**config.mk**
```make
export PLATFORM = sky130hd
export DESIGN_NAME = key_click_classifier
export DESIGN_NICKNAME = d
export VERILOG_FILES = /design/src/rtl/kcc_pkg.sv /design/src/rtl/kcc_cfg.sv /design/src/rtl/kcc_step.sv /design/src/rtl/key_click_classifier.sv
export SDC_FILE = /design/constraint.sdc
export NUM_CORES = 1
export LEC_CHECK = 0
export ABC_AREA = 0
export BUFFER_PORTS_ARGS = -buffer_cell sky130_fd_sc_hd__buf_2
export CORE_MARGIN = 2
export CORE_UTILIZATION = 30
export DETAILED_ROUTE_END_ITERATION = 7
export SYNTH_ARGS = -nofsm -noshare
export SYNTH_HDL_FRONTEND = slang
export SYNTH_SLANG_ARGS = --single-unit
```
**constraint.sdc**
```tcl
create_clock -name clk -period 3.8 [get_ports clk]
set_input_delay 0.38 -clock clk [delete_from_list [all_inputs] [get_ports clk]]
set_output_delay 0.38 -clock clk [all_outputs]
set_load 0.02 [all_outputs]
```
**src/rtl/kcc_pkg.sv**
```systemverilog
// ----------------------------------------------------------------------------
// kcc_pkg
// Shared types and constants for the key click classifier.
// ----------------------------------------------------------------------------
package kcc_pkg;

	localparam int ADDR_W = 4;
	localparam int DATA_W = 32;
	localparam int THR_W  = 8;

	localparam logic [THR_W-1:0] LONG_PRESS_RESET  = 8'd50;
	localparam logic [THR_W-1:0] DOUBLE_WAIT_RESET = 8'd25;
	localparam logic             PRESSED_LVL_RESET = 1'b0;

	typedef enum logic [1:0] {
		REG_LONG_PRESS  = 2'd0,
		REG_DOUBLE_WAIT = 2'd1,
		REG_PRESSED_LVL = 2'd2
	} reg_idx_t;

	typedef enum logic [2:0] {
		ST_IDLE     = 3'd0,
		ST_DEBOUNCE = 3'd1,
		ST_PRESSED  = 3'd2,
		ST_LONG     = 3'd3,
		ST_WAIT     = 3'd4,
		ST_SECOND   = 3'd5
	} key_state_t;

	typedef enum logic [1:0] {
		EV_NONE   = 2'd0,
		EV_SINGLE = 2'd1,
		EV_DOUBLE = 2'd2,
		EV_LONG   = 2'd3
	} press_event_t;

	typedef struct packed {
		logic [THR_W-1:0] long_press_ticks;
		logic [THR_W-1:0] double_wait_ticks;
		logic             pressed_level;
	} cfg_t;

endpackage

```
**src/rtl/kcc_cfg.sv**
```systemverilog
// ----------------------------------------------------------------------------
// kcc_cfg
// APB register file: press thresholds and active pin level.
// ----------------------------------------------------------------------------
module kcc_cfg (
	input  logic                       clk,
	input  logic                       arst_n,
	input  logic                       psel,
	input  logic                       penable,
	input  logic                       pwrite,
	input  logic [kcc_pkg::ADDR_W-1:0] paddr,
	input  logic [kcc_pkg::DATA_W-1:0] pwdata,
	output logic [kcc_pkg::DATA_W-1:0] prdata,
	output logic                       pready,
	output kcc_pkg::cfg_t              cfg
);

	kcc_pkg::cfg_t     cfg_q;
	kcc_pkg::reg_idx_t reg_idx;
	logic              wr_en;

	assign reg_idx = kcc_pkg::reg_idx_t'(paddr[kcc_pkg::ADDR_W-1:2]);
	assign wr_en   = psel && penable && pwrite;
	assign pready  = 1'b1;
	assign cfg     = cfg_q;

	always_ff @(posedge clk or negedge arst_n) begin
		if (!arst_n) begin
			cfg_q.long_press_ticks  <= kcc_pkg::LONG_PRESS_RESET;
			cfg_q.double_wait_ticks <= kcc_pkg::DOUBLE_WAIT_RESET;
			cfg_q.pressed_level     <= kcc_pkg::PRESSED_LVL_RESET;
		end else if (wr_en) begin
			case (reg_idx)
				kcc_pkg::REG_LONG_PRESS: begin
					cfg_q.long_press_ticks <= pwdata[kcc_pkg::THR_W-1:0];
				end
				kcc_pkg::REG_DOUBLE_WAIT: begin
					cfg_q.double_wait_ticks <= pwdata[kcc_pkg::THR_W-1:0];
				end
				kcc_pkg::REG_PRESSED_LVL: begin
					cfg_q.pressed_level <= pwdata[0];
				end
				default: begin
				end
			endcase
		end
	end

	always_comb begin
		prdata = '0;
		case (reg_idx)
			kcc_pkg::REG_LONG_PRESS: begin
				prdata[kcc_pkg::THR_W-1:0] = cfg_q.long_press_ticks;
			end
			kcc_pkg::REG_DOUBLE_WAIT: begin
				prdata[kcc_pkg::THR_W-1:0] = cfg_q.double_wait_ticks;
			end
			kcc_pkg::REG_PRESSED_LVL: begin
				prdata[0] = cfg_q.pressed_level;
			end
			default: begin
				prdata = '0;
			end
		endcase
	end

endmodule

```
**src/rtl/kcc_step.sv**
```systemverilog
// ----------------------------------------------------------------------------
// kcc_step
// Next state, counter and event for one key on one sampling tick.
// ----------------------------------------------------------------------------
module kcc_step #(
	parameter int COUNT_WIDTH = 8
) (
	input  kcc_pkg::cfg_t          cfg,
	input  logic                   pin_level,
	input  kcc_pkg::key_state_t    state_in,
	input  logic [COUNT_WIDTH-1:0] count_in,
	output kcc_pkg::key_state_t    state_out,
	output logic [COUNT_WIDTH-1:0] count_out,
	output kcc_pkg::press_event_t  press_event
);

	localparam int CMP_W = (COUNT_WIDTH > kcc_pkg::THR_W) ? COUNT_WIDTH : kcc_pkg::THR_W;
	localparam logic [CMP_W-1:0] CNT_MAX = CMP_W'((1 << COUNT_WIDTH) - 1);

	logic             press;
	logic [CMP_W-1:0] cnt_ext;
	logic [CMP_W-1:0] long_thr;
	logic [CMP_W-1:0] wait_thr;
	logic [CMP_W-1:0] long_lim;
	logic [CMP_W-1:0] wait_lim;
	logic             long_hit;
	logic             wait_hit;

	// thresholds clip to what the counter can reach
	assign press    = (pin_level == cfg.pressed_level);
	assign cnt_ext  = CMP_W'(count_in);
	assign long_thr = CMP_W'(cfg.long_press_ticks);
	assign wait_thr = CMP_W'(cfg.double_wait_ticks);
	assign long_lim = (long_thr > CNT_MAX) ? CNT_MAX : long_thr;
	assign wait_lim = (wait_thr > CNT_MAX) ? CNT_MAX : wait_thr;
	assign long_hit = (cnt_ext >= long_lim);
	assign wait_hit = (cnt_ext >= wait_lim);

	// next state and counter
	always_comb begin
		state_out = state_in;
		count_out = count_in;
		case (state_in)
			kcc_pkg::ST_DEBOUNCE: begin
				state_out = press ? kcc_pkg::ST_PRESSED : kcc_pkg::ST_IDLE;
			end
			kcc_pkg::ST_PRESSED: begin
				if (press && long_hit) begin
					state_out = kcc_pkg::ST_LONG;
					count_out = '0;
				end else if (press) begin
					count_out = count_in + 1'b1;
				end else begin
					state_out = kcc_pkg::ST_WAIT;
					count_out = '0;
				end
			end
			kcc_pkg::ST_LONG: begin
				count_out = '0;
				if (!press) begin
					state_out = kcc_pkg::ST_IDLE;
				end
			end
			kcc_pkg::ST_WAIT: begin
				if (!press && wait_hit) begin
					state_out = kcc_pkg::ST_IDLE;
					count_out = '0;
				end else if (!press) begin
					count_out = count_in + 1'b1;
				end else begin
					state_out = kcc_pkg::ST_SECOND;
					count_out = '0;
				end
			end
			kcc_pkg::ST_SECOND: begin
				if (press && long_hit) begin
					state_out = kcc_pkg::ST_LONG;
					count_out = '0;
				end else if (press) begin
					count_out = count_in + 1'b1;
				end else begin
					state_out = kcc_pkg::ST_IDLE;
					count_out = '0;
				end
			end
			default: begin
				// idle, and unused codes recover as idle
				state_out = press ? kcc_pkg::ST_DEBOUNCE : kcc_pkg::ST_IDLE;
			end
		endcase
	end

	// event
	always_comb begin
		press_event = kcc_pkg::EV_NONE;
		case (state_in)
			kcc_pkg::ST_LONG: begin
				if (!press) begin
					press_event = kcc_pkg::EV_LONG;
				end
			end
			kcc_pkg::ST_WAIT: begin
				if (!press && wait_hit) begin
					press_event = kcc_pkg::EV_SINGLE;
				end
			end
			kcc_pkg::ST_SECOND: begin
				if (press && long_hit) begin
					press_event = kcc_pkg::EV_SINGLE;
				end else if (!press) begin
					press_event = kcc_pkg::EV_DOUBLE;
				end
			end
			default: begin
				press_event = kcc_pkg::EV_NONE;
			end
		endcase
	end

endmodule

```
**src/rtl/key_click_classifier.sv**
```systemverilog
// ----------------------------------------------------------------------------
// key_click_classifier
// Per-key single, double and long press detector fed by sampling-tick beats.
// ----------------------------------------------------------------------------
// Path: a beat lands in the input register; once the output slot is free or
//   being taken, its event is registered. One beat per cycle unless a full
//   output slot is held; the per-key state read, update and write back all
//   happen in the same cycle, between the two registers.
// Reset: every key returns to idle with a zero counter, registers to defaults.
module key_click_classifier #(
	parameter int NUM_KEYS    = 4,
	parameter int COUNT_WIDTH = 8
) (
	input  logic                       clk,
	input  logic                       arst_n,
	input  logic                       in_valid,
	output logic                       in_ready,
	input  logic [1:0]                 key_index,
	input  logic                       pin_level,
	output logic                       out_valid,
	input  logic                       out_ready,
	output logic [1:0]                 key_number,
	output logic [1:0]                 press_event,
	input  logic                       psel,
	input  logic                       penable,
	input  logic                       pwrite,
	input  logic [kcc_pkg::ADDR_W-1:0] paddr,
	input  logic [kcc_pkg::DATA_W-1:0] pwdata,
	output logic [kcc_pkg::DATA_W-1:0] prdata,
	output logic                       pready
);

	localparam int IDX_W = (NUM_KEYS > 1) ? $clog2(NUM_KEYS) : 1;
	localparam int SEL_W = (IDX_W > 2) ? IDX_W : 2;

	kcc_pkg::cfg_t          cfg;
	kcc_pkg::key_state_t    state_q [NUM_KEYS];
	logic [COUNT_WIDTH-1:0] count_q [NUM_KEYS];

	logic                   valid_s1;
	logic [1:0]             key_s1;
	logic                   pin_s1;
	logic                   out_valid_q;
	logic [1:0]             key_number_q;
	kcc_pkg::press_event_t  press_event_q;

	logic                   in_fire;
	logic                   advance;
	logic [SEL_W-1:0]       key_sel;
	logic [IDX_W-1:0]       idx;
	logic                   in_range;
	kcc_pkg::key_state_t    nxt_state;
	logic [COUNT_WIDTH-1:0] nxt_count;
	kcc_pkg::press_event_t  step_event;

	kcc_cfg u_cfg (
		.clk     (clk),
		.arst_n  (arst_n),
		.psel    (psel),
		.penable (penable),
		.pwrite  (pwrite),
		.paddr   (paddr),
		.pwdata  (pwdata),
		.prdata  (prdata),
		.pready  (pready),
		.cfg     (cfg)
	);

	assign key_sel  = SEL_W'(key_s1);
	assign idx      = key_sel[IDX_W-1:0];
	assign in_range = (32'(key_s1) < 32'(NUM_KEYS));

	kcc_step #(
		.COUNT_WIDTH (COUNT_WIDTH)
	) u_step (
		.cfg         (cfg),
		.pin_level   (pin_s1),
		.state_in    (state_q[idx]),
		.count_in    (count_q[idx]),
		.state_out   (nxt_state),
		.count_out   (nxt_count),
		.press_event (step_event)
	);

	// input register drains whenever the output slot is free or being taken
	assign advance  = valid_s1 && (!out_valid_q || out_ready);
	assign in_ready = !valid_s1 || advance;
	assign in_fire  = in_valid && in_ready;

	always_ff @(posedge clk or negedge arst_n) begin
		if (!arst_n) begin
			valid_s1 <= 1'b0;
		end else if (in_fire) begin
			valid_s1 <= 1'b1;
		end else if (advance) begin
			valid_s1 <= 1'b0;
		end
	end

	always_ff @(posedge clk) begin
		if (in_fire) begin
			key_s1 <= key_index;
			pin_s1 <= pin_level;
		end
	end

	always_ff @(posedge clk or negedge arst_n) begin
		if (!arst_n) begin
			for (int i = 0; i < NUM_KEYS; i++) begin
				state_q[i] <= kcc_pkg::ST_IDLE;
				count_q[i] <= '0;
			end
		end else if (advance && in_range) begin
			state_q[idx] <= nxt_state;
			count_q[idx] <= nxt_count;
		end
	end

	always_ff @(posedge clk or negedge arst_n) begin
		if (!arst_n) begin
			out_valid_q <= 1'b0;
		end else if (advance) begin
			out_valid_q <= 1'b1;
		end else if (out_ready) begin
			out_valid_q <= 1'b0;
		end
	end

	always_ff @(posedge clk) begin
		if (advance) begin
			key_number_q  <= key_s1;
			press_event_q <= in_range ? step_event : kcc_pkg::EV_NONE;
		end
	end

	assign out_valid   = out_valid_q;
	assign key_number  = key_number_q;
	assign press_event = press_event_q;

	// keys beyond the configured count never report an event
	a_no_event_out_of_range: assert property (@(posedge clk) disable iff (!arst_n)
		out_valid_q && (press_event_q != kcc_pkg::EV_NONE) |->
			(32'(key_number_q) < 32'(NUM_KEYS)))
		else $error("event reported for a key beyond NUM_KEYS");

	// the updated state lands in the entry of the key just processed
	a_state_writeback: assert property (@(posedge clk) disable iff (!arst_n)
		advance && in_range |=> state_q[$past(idx)] == $past(nxt_state))
		else $error("key state not written back");

	// the long-held state always carries a cleared counter
	a_long_count_zero: assert property (@(posedge clk) disable iff (!arst_n)
		advance && in_range && (nxt_state == kcc_pkg::ST_LONG) |-> (nxt_count == '0))
		else $error("long-held key with nonzero counter");

	// an empty output slot never blocks the input register
	a_no_false_stall: assert property (@(posedge clk) disable iff (!arst_n)
		!out_valid_q |-> in_ready)
		else $error("input stalled with empty output register");

endmodule

```
==> flow_results.xml <==
<?xml version="1.0" encoding="UTF-8"?>
<metrics>
  <group name="floorplan">
    <metric name="floorplan.die_area" unit="um^2">14200</metric>
    <metric name="die_height" unit="um">119</metric>
    <metric name="die-width" unit="um">119</metric>
    <metric name="initial_core_util" unit="%">30.5</metric>
    <metric name="io_pins" unit="">85</metric>
    <metric name="fp.coreArea" unit="um^2">13100</metric>
    <metric name="number_of_rows_in_the_core_area" unit="">42</metric>
  </group>
  <group name="synthesis">
    <metric name="yosys.area.top_type_share" unit="%">35.8</metric>
    <metric name="synth-seq-cells" unit="">70</metric>
    <metric name="synth.largest_area_cell" unit="">sky130_fd_sc_hd__dfrtp_1</metric>
    <metric name="synth_edf_count" unit="">7</metric>
    <metric name="ys.warnings.count" unit="">0</metric>
    <metric name="sequential_fraction_of_the_synthesis_area" unit="%">45.0</metric>
    <metric name="synthesized_netlist_cell_count" unit="">355</metric>
    <metric name="synth_area_per_cell" unit="um^2">11.2</metric>
    <metric name="synth_area" unit="um^2">3990</metric>
    <metric name="synth_async_sr_flop_share" unit="%">90.0</metric>
    <metric name="netlist_top_cells_count" unit="">57 x sky130_fd_sc_hd__dfrtp_1, 35 x sky130_fd_sc_hd__nand2_1, 31 x sky130_fd_sc_hd__mux2_2</metric>
    <metric name="synth-main-ff-cell" unit="">sky130_fd_sc_hd__dfrtp_1</metric>
    <metric name="cell_with_the_most_instances_after_synthesis" unit="">sky130_fd_sc_hd__dfrtp_1</metric>
    <metric name="synth_top_cells_by_area" unit="">sky130_fd_sc_hd__dfrtp_1 36%, sky130_fd_sc_hd__mux2_2 8.8%, sky130_fd_sc_hd__ha_1 5.3%</metric>
    <metric name="yosysUniqueCellTypes" unit="">47</metric>
  </group>
  <group name="placed_design">
    <metric name="place_inst" unit="">557</metric>
    <metric name="hpwl" unit="mm">5.88</metric>
    <metric name="gp_congestion" unit="">0.820</metric>
    <metric name="post-place-ws" unit="ns">0.244</metric>
    <metric name="buffer_ports.inserted" unit="">33</metric>
    <metric name="dpl-instance-area" unit="um^2">4270</metric>
  </group>
  <group name="power">
    <metric name="power.leakage" unit="nW">2.09</metric>
    <metric name="p_per_area" unit="nW/um^2">575</metric>
    <metric name="p_total" unit="mW">2.61</metric>
    <metric name="ir_drop" unit="uV">292</metric>
  </group>
  <group name="sta">
    <metric name="grt_setup_unrepaired" unit="">no</metric>
    <metric name="slew-limit-headroom" unit="%">45.7</metric>
    <metric name="layout_min_cycle_time" unit="ns">3.52</metric>
    <metric name="final-setup-viol-count" unit="">0</metric>
    <metric name="timing.final.crit_share" unit="%">92.5</metric>
    <metric name="final_hold_viol_count" unit="">0</metric>
    <metric name="max_slew_violation_count" unit="">0</metric>
    <metric name="worst_clock_skew" unit="ns">0.00309</metric>
    <metric name="setup_ws" unit="ns">0.284</metric>
    <metric name="timing.setup.tns" unit="ns">0</metric>
    <metric name="achievable-frequency" unit="GHz">0.284</metric>
    <metric name="worst_slew_pin_slew" unit="ns">0.809</metric>
    <metric name="whs" unit="ns">0.0899</metric>
  </group>
  <group name="final_layout">
    <metric name="antennaDiodeCount" unit="">0</metric>
    <metric name="share_of_layout_cells_above_drive_strength_1" unit="%">28.0</metric>
    <metric name="areaGrowthSynthToFinish" unit="%">13.8</metric>
    <metric name="final_net_count" unit="">455</metric>
    <metric name="fin_util" unit="%">34.7</metric>
    <metric name="post-route-cell-area" unit="um^2">4540</metric>
    <metric name="layoutNonFillerInstCount" unit="">572</metric>
  </group>
  <group name="global_routing">
    <metric name="grt_first_pass_wirelength" unit="mm">13.0</metric>
    <metric name="grt_antenna_before_repair" unit="">0</metric>
    <metric name="grt_start_max_net_pins" unit="">33</metric>
    <metric name="grt_overall_usage" unit="%">11.9</metric>
    <metric name="grt_pass1_vias" unit="">2561</metric>
    <metric name="overflow" unit="">0</metric>
  </group>
  <group name="route">
    <metric name="avgViaCountPerCell" unit="">4.58</metric>
    <metric name="final_antenna_net_count" unit="">0</metric>
    <metric name="wire_per_inst" unit="um">13.9</metric>
    <metric name="totalWireLength" unit="mm">7.93</metric>
    <metric name="first_iter_violations" unit="">139</metric>
    <metric name="routed-via-count" unit="">2619</metric>
    <metric name="detail_route.drc_violations" unit="">0</metric>
    <metric name="drtPass1Iterations" unit="">4</metric>
  </group>
  <group name="clock_tree">
    <metric name="h-tree-depth" unit="">3</metric>
    <metric name="cts_tree" unit="">yes</metric>
    <metric name="cts_setup_buffers" unit="">0</metric>
    <metric name="clk_path_buf_depth" unit="">2</metric>
    <metric name="tritoncts_num_sinks" unit="">70</metric>
    <metric name="clk-insertion-delay-late" unit="ns">0.34</metric>
    <metric name="cts_root_buf" unit="">sky130_fd_sc_hd__clkbuf_16</metric>
    <metric name="clkTransAtPathRegs" unit="ns">0.05</metric>
    <metric name="cts_made_buffers" unit="">9</metric>
    <metric name="cts_resized" unit="">0</metric>
    <metric name="cts.hold.buffers_added" unit="">0</metric>
  </group>
  <group name="critical_path">
    <metric name="arrival" unit="ns">3.74</metric>
    <metric name="path_max_fanout" unit="">8</metric>
    <metric name="timing.critical_path.to_type" unit="">flip-flop</metric>
    <metric name="critPathRequiredTime" unit="ns">4.02</metric>
    <metric name="path_class" unit="">flip-flop to flip-flop</metric>
    <metric name="worst_setup_path_start_kind" unit="">flip-flop</metric>
  </group>
  <group name="status">
    <metric name="status" unit="">finished clean</metric>
  </group>
  <group name="flow_run">
    <metric name="count_of_max_cap_constraint_violations" unit="">0</metric>
  </group>
  <group name="worst_hold_path">
    <metric name="timing.hold.worst.class" unit="">input port to asynchronous set/reset pin</metric>
  </group>
</metrics>
-- layout make-up --
| type | count | area, um^2 |
|---|---|---|
| multi-input combinational | 251 | 1950 |
| timing repair buffer | 43 | 240 |
| fill | 1257 | 8550 |
| clock buffer | 14 | 264 |
| inverter | 17 | 63.8 |
| sequential | 70 | 1790 |
| tap | 176 | 220 |
| clock inverter | 1 | 5.00 |
-- sequential cells by signal, indices dropped and copies added (netlist names) --
signal	flops
count_q	32
idx	2
key_number	2
out_valid	1
pin_s1	1
press_event	2
state_q	12
u_cfg.cfg	17
valid_s1	1
-- final timing paths --
| check | startpoint | end | slack (ns) | cells past startpoint |
|---|---|---|---|---|
| worst max-delay path | idx[0]$_DFFE_PP_ | count_q[26]$_DFFE_PN0P_ | 0.28 | 10 |
| worst min-delay path | arst_n | u_cfg.cfg[6]$_DFFE_PN0P_ | 0.09 | 1 |
| worst max register to register | idx[0]$_DFFE_PP_ | count_q[26]$_DFFE_PN0P_ | 0.28 | 10 |
| worst min register to register | state_q[3]$_DFFE_PN0P_ | state_q[3]$_DFFE_PN0P_ | 0.48 | 2 |
| max in group asynchronous | arst_n | u_cfg.cfg[10]$_DFFE_PN1P_ | 2.80 | 2 |
| min in group clk | key_index[0] | idx[0]$_DFFE_PP_ | 0.22 | 1 |
-- worst max-delay path: stages, from the launching register on --
cell and delay, ns:
sky130_fd_sc_hd__edfxtp_1 0.53, sky130_fd_sc_hd__buf_4 0.24, sky130_fd_sc_hd__mux4_1 0.69, sky130_fd_sc_hd__ha_1 0.34
sky130_fd_sc_hd__o21a_1 0.10, sky130_fd_sc_hd__nor2_1 0.04, sky130_fd_sc_hd__o41ai_1 0.66, sky130_fd_sc_hd__or4_1 0.21
sky130_fd_sc_hd__buf_4 0.20, sky130_fd_sc_hd__a21oi_2 0.10, sky130_fd_sc_hd__mux2_2 0.28
-- where the power goes --
part / switching [mW] / internal [mW]
combinational: 0.495 / 0.350
clock: 0.292 / 0.473
sequential: 0.0822 / 0.917
total: 0.869 / 1.74
-- per-layer routing --
layer | vias to the layer above | routed length [um] | track usage, %
met4 | 0 | 289 | 7.74
met5 | - | 0 | 0
met2 | 69 | 3630 | 18.9
met3 | 15 | 395 | 2.78
met1 | 1253 | 3610 | 14.4
li1 | 1282 | - | -
-- cells by family after synthesis --
group           after synthesis  synth area share (%)
compound gates               57                  10.0
simple gates                 89                  10.6
fa+ha+maj                    17                  5.34
mux                          51                  17.4
xor+xnor                     12                  3.11
other cells                   2                 0.188
flops                        70                  45.0
buf+inv                      57                  8.29
-- cells in the final DEF (no fill, tap or decap), types with 3 or more instances in the layout --
master                      netlist  final
sky130_fd_sc_hd__dfrtp_1         57     57
sky130_fd_sc_hd__nand2_1         35     35
sky130_fd_sc_hd__buf_2            3     33
sky130_fd_sc_hd__mux2_2          31     31
sky130_fd_sc_hd__conb_1           2     25
sky130_fd_sc_hd__nor2_1          23     23
sky130_fd_sc_hd__o21ai_0         23     23
sky130_fd_sc_hd__inv_1           17     17
sky130_fd_sc_hd__ha_1            17     17
sky130_fd_sc_hd__buf_4           26     10
sky130_fd_sc_hd__mux4_2           9      9
sky130_fd_sc_hd__mux2i_1          9      9
sky130_fd_sc_hd__clkbuf_16        0      9
sky130_fd_sc_hd__nand2b_1         8      8
sky130_fd_sc_hd__xnor2_1          8      8
sky130_fd_sc_hd__edfxtp_1         7      7
sky130_fd_sc_hd__a21oi_1          6      6
sky130_fd_sc_hd__o31ai_1          6      6
sky130_fd_sc_hd__a21oi_2          6      6
sky130_fd_sc_hd__dfstp_2          6      6
sky130_fd_sc_hd__nand3_1          4      4
sky130_fd_sc_hd__a22o_1           4      4
sky130_fd_sc_hd__a32o_1           4      4
sky130_fd_sc_hd__xor2_1           3      3
sky130_fd_sc_hd__nor3b_1          3      3
sky130_fd_sc_hd__clkbuf_1         8      3
Note: power is estimated with default switching activity, not from simulation.
